**config.mk**
```make
export PLATFORM = sky130hd
export DESIGN_NAME = frgq_cell
export DESIGN_NICKNAME = d
export VERILOG_FILES = /design/src/rtl/frgq_pkg.sv /design/src/rtl/frgq_cell.sv
export SDC_FILE = /design/constraint.sdc
export NUM_CORES = 1
export LEC_CHECK = 0
export BUFFER_PORTS_ARGS = -buffer_cell sky130_fd_sc_hd__buf_2
export CORE_AREA = 2 2 192 194
export CTS_CLUSTER_DIAMETER = 200
export CTS_CLUSTER_SIZE = 12
export DETAILED_ROUTE_END_ITERATION = 6
export DIE_AREA = 0 0 194 196
export SYNTH_ARGS = -nofsm -noshare
export SYNTH_HDL_FRONTEND = slang
export SYNTH_SLANG_ARGS = --single-unit
export TNS_END_PERCENT = 1
```
**constraint.sdc**
```tcl
create_clock -name clk -period 5 [get_ports clk]
set_clock_uncertainty 0.05 [all_clocks]
set_input_delay 1 -clock clk [delete_from_list [all_inputs] [get_ports clk]]
set_output_delay 1 -clock clk [all_outputs]
set_load 0.01 [all_outputs]
```
**src/rtl/frgq_pkg.sv**
```systemverilog
package frgq_pkg;

    typedef enum logic [2:0] {
        OP_ENQUEUE = 3'd0,
        OP_SET_FRAME = 3'd1,
        OP_FENCE_SIGNAL = 3'd2,
        OP_PROCESS = 3'd3,
        OP_FLUSH = 3'd4
    } op_t;

    typedef enum logic [1:0] {
        KIND_ACK = 2'd0,
        KIND_RELEASED = 2'd1,
        KIND_NONE = 2'd2
    } kind_t;

    typedef enum logic [1:0] {
        REG_MAX_FRAMES = 2'd0,
        REG_THRESHOLD = 2'd1,
        REG_PRESSURE_EN = 2'd2
    } reg_idx_t;

    typedef enum logic [1:0] {
        ST_IDLE,
        ST_SCAN,
        ST_EMIT
    } state_t;

    localparam logic [15:0] MAX_FRAMES_RST = 16'd3;
    localparam logic [7:0] THRESHOLD_RST = 8'd16;

    typedef struct packed {
        logic [31:0] handle;
        logic        present;
        logic [2:0]  id;
        logic [63:0] target;
        logic [63:0] stamp;
    } entry_t;

    typedef struct packed {
        logic shift;
        logic load;
    } cell_ctl_t;

endpackage

```
**src/rtl/frgq_cell.sv**
```systemverilog
module frgq_cell (
    input  logic              clk,
    input  frgq_pkg::cell_ctl_t ctl,
    input  frgq_pkg::entry_t  load_data,
    input  frgq_pkg::entry_t  next_data,
    output frgq_pkg::entry_t  data
);
    import frgq_pkg::*;

    entry_t data_reg;
    entry_t data_next;

    // an append overrides the shift into this slot
    always_comb
    begin
        data_next = data_reg;
        if (ctl.load)
        begin
            data_next = load_data;
        end
        else if (ctl.shift)
        begin
            data_next = next_data;
        end
    end

    always_ff @(posedge clk)
    begin
        data_reg <= data_next;
    end

    assign data = data_reg;

endmodule

```
# --- Word-level counts from Yosys, hierarchy flattened ---
# Index checks and enable logic that the tools add are counted.
classes:
  addsub: 0
  n_mul: 0
  div_mod_pow: 0
  order_cmp: 0
  eq_ne: 0
  shifts: 0
  mux: 2
  n_bitwise: 0
  n_reduce_logical: 1
op_table:
  columns: ["cell", "count"]
  rows:
  - ["2-to-1 mux 164 bit", 2]
  - ["nonzero test 2 bit", 1]
word_totals:
  ff_bits: 164
  latch_bits: 0
  mem_bits_rw: 0
  mem_bits_ro: 0
  in_bits: 331
  word_cells: 8
  memories: 0

# --- Depth between registers and ports, before layout ---
depth:
  word_depth: 2
  mapped_depth: 3
  depth_no_buf: 1

# --- Worst setup path before layout ---
# Ideal clock, no wire load.
synth_timing:
  kind: "input to register"
  startpoint: "input port ctl[0] in the netlist's numbering"
  endpoint: "register data_reg, in the netlist data[0], enable pin"
  setup_ns: 0.455
  t_arrival_ns: 3.282
  required_ns: 4.495
  setup_slack_ns: 1.213
  stages: 3
  path_cell_list: "buf_6 > buf_6 > or2_2"
synth_between:
  elab_chain_cells: 1
synth_rtl:
  columns: ["element", "line_no", "source"]
  rows:
  - ["from (decl)", "frgq_cell.sv:3", "input frgq_pkg::cell_ctl_t ctl,"]
  - ["nonzero test 2 bit (no line)", null, null]
  - ["to (signal assigned)", "frgq_cell.sv:29", "data_reg <= data_next;"]
  - ["to (decl)", "frgq_cell.sv:10", "entry_t data_reg;"]
# No other way between the ends.
# A chain may end at the register's enable or synchronous reset.

==> impl_metrics.env <==
export IMPL_status="finished clean"
export IMPL_relSlewSlack=0.2776
export IMPL_worstSetupPathType="primary input to flip-flop"
export IMPL_cts_sinks=164
export IMPL_max_freq_mhz=447.0
export IMPL_cts_hold_buf=0
export IMPL_die_x_um=194
export IMPL_portBuffers=494
export IMPL_leakage_uw=0.004589
export IMPL_overflow=0
export IMPL_power_density_mw_per_mm2=350.5
export IMPL_synthTopCellsByCount="edfxtp_1 (164), mux2_2 (164), buf_6 (17)"
export IMPL_largest_reg_flops=164
export IMPL_rsz0062_at_grt="false"
export IMPL_nFillCells=3738
export IMPL_crit_slowest_cell="buf_12"
export IMPL_critical_path_arrival_ns=2.37
export IMPL_nets=1177
export IMPL_die_y_um=196
export IMPL_critPathLaunchType="primary input"
export IMPL_cts_root_buf="clkbuf_16"
export IMPL_wl_um=21730
export IMPL_pwr_share_clk=0.381
export IMPL_intPower_uw=2810
export IMPL_vias_per_cell=3.787
export IMPL_postRouteAntennaNets=0
export IMPL_grt_pass1_vias=5174
export IMPL_vdd_drop_max_mv=0.2298
export IMPL_async_reset_ff_frac=0
export IMPL_synth_top_area_share=0.7061
export IMPL_die_area_mm2=0.03802
export IMPL_track_usage=0.1114
export IMPL_vias=5021
export IMPL_synthDistinctLibCells=5
export IMPL_globalplace_congestion=0.7961
export IMPL_yosys_warnings=0
export IMPL_maxSlewViolCount=0
export IMPL_n_antenna_cell=0
export IMPL_synth_area_per_cell_um2=20.10
export IMPL_synth_area_mm2=0.006974
export IMPL_synth_seq_cells=164
export IMPL_yosys_top_cells_area="edfxtp_1 (71%), mux2_2 (26%), buf_6 (2.7%), or2_2 (0.090%), buf_2 (0.072%)"
export IMPL_utilization=0.2916
export IMPL_crit_fanout=164
export IMPL_initial_core_util=0.1933
export IMPL_cap_violations=0
export IMPL_drt_iter0_drc=148
export IMPL_hp_class="primary input to flip-flop"
export IMPL_sw_frac_of_total=0.2381
export IMPL_end_kind="flip-flop"
export IMPL_ctsResizeCount=0
export IMPL_power_frac_comb=0.149
export IMPL_synth_edf_count=164
export IMPL_setup_viol=0
export IMPL_path_cells="buf_6, buf_12, mux2_2"
export IMPL_dpl_hpwl_um=16730
export IMPL_hold_depth=2
export IMPL_fin_crit_sh=0.4474
export IMPL_cts_setup_buffers=0
export IMPL_core_mm2=0.03608
export IMPL_seq_area_frac_synth=0.7061
export IMPL_tns_ns=0
export IMPL_synthesis_nets=678
export IMPL_clk_pin_slew_ns=0.07
export IMPL_grt_max_degree=165
export IMPL_required_ns=5.13
export IMPL_synthCells=347
export IMPL_antenna_found_initial=1
export IMPL_dr_pass1_iters=4
export IMPL_std_cell_rows=70
export IMPL_layout_drive_gt1_share=0.8054
export IMPL_grt_pass1_wl_um=31210
export IMPL_ios=495
export IMPL_clock_path_buffers=2
export IMPL_drc=0
export IMPL_post_drt_wl_per_cell_um=16.39
export IMPL_slowest_delay_ns=0.50
export IMPL_post_route_min_period_ns=2.237
export IMPL_hold_violations=0
export IMPL_synth_largest_area_cell="edfxtp_1"
export IMPL_worst_pin_slew_ns=1.084
export IMPL_syn_to_final_growth_pct=50.90
export IMPL_p_switching_uw=878.0
export IMPL_power_share_sequential=0.470
export IMPL_cts_tree="done"
export IMPL_ys_flop_type="edfxtp_1"
export IMPL_cts_buffers=17
export IMPL_ctsHtreeMaxLevel=4
==> final timing paths <==
| kind | from | endpoint | slack (ns) |
|---|---|---|---|
| setup / recovery | ctl[0] | data[41] | 2.76 |
| hold / removal | next_data[10] | data[10] | 0.80 |
==> worst max-delay path, delay by kind of cell <==
kind	cells	cell delay, ns
buffers and inverters	2	0.58
muxes	1	0.43
==> stage by stage <==
| stage | power (uW) | setup slack [ns] | cell area (um2) | hold slack, ns | std cells |
|---|---|---|---|---|---|
| 6_report | 3688 | 2.763 | 10520 | 0.7997 | 1326 |
| 5_1_grt | 3854 | 2.850 | 10520 | 0.7738 | 1326 |
| 4_1_cts | 3764 | 2.829 | 10520 | 0.7625 | 1326 |
| 3_5_place_dp | 2324 | 2.428 | 9912 | 1.254 | 1295 |
| 3_3_place_gp | 2315 | 2.452 | 9912 | 1.251 | 1295 |
| 2_1_floorplan | 2006 | 1.213 | 6974 | 1.170 | 347 |
==> cell usage in the layout (no fill, tap or decap), drive strengths merged <==
cell,n
bufinv,4
buf,498
edfxtp,164
clkbuf,19
clkinvlp,2
inv,3
or2,1
mux2,164
clkinv,3
==> power groups by stage <==
stage / Combinational (uW) / Clock, uW / Sequential (uW)
final: 551 / 1410 / 1730
after floorplan: 160 / 0 / 1850
after global routing: 596 / 1510 / 1750
after CTS: 563 / 1470 / 1730
after global placement: 554 / 0 / 1760
after detailed placement: 561 / 0 / 1760
==> per-layer routing <==
metal	share of wire	global-route usage
met1	0.39	0.1288
met2	0.52	0.1886
met3	0.077	0.04091
met4	0.014	0.04153
met5	0	0
==> cell families (layout without fill, tap and decap cells) <==
family                 Yosys count  in the layout  share of synthesized area
buffers and inverters           18            529                    0.02817
flip-flops                     164            164                     0.7061
multiplexers                   164            164                     0.2648
AND/OR/NAND/NOR                  1              1                  0.0008976
==> area by class of cell <==
cell class              instances  area [um2]  share of cell area
multi-input cells             165        1856              0.1763
repair buffers                498        2546              0.2419
flip-flops and latches        164        4925              0.4680
well taps                     468       585.6             0.05564
clock inverters                12       178.9             0.01700
clock buffers                  19       432.9             0.04114
Power figures use the tool's default switching activity.
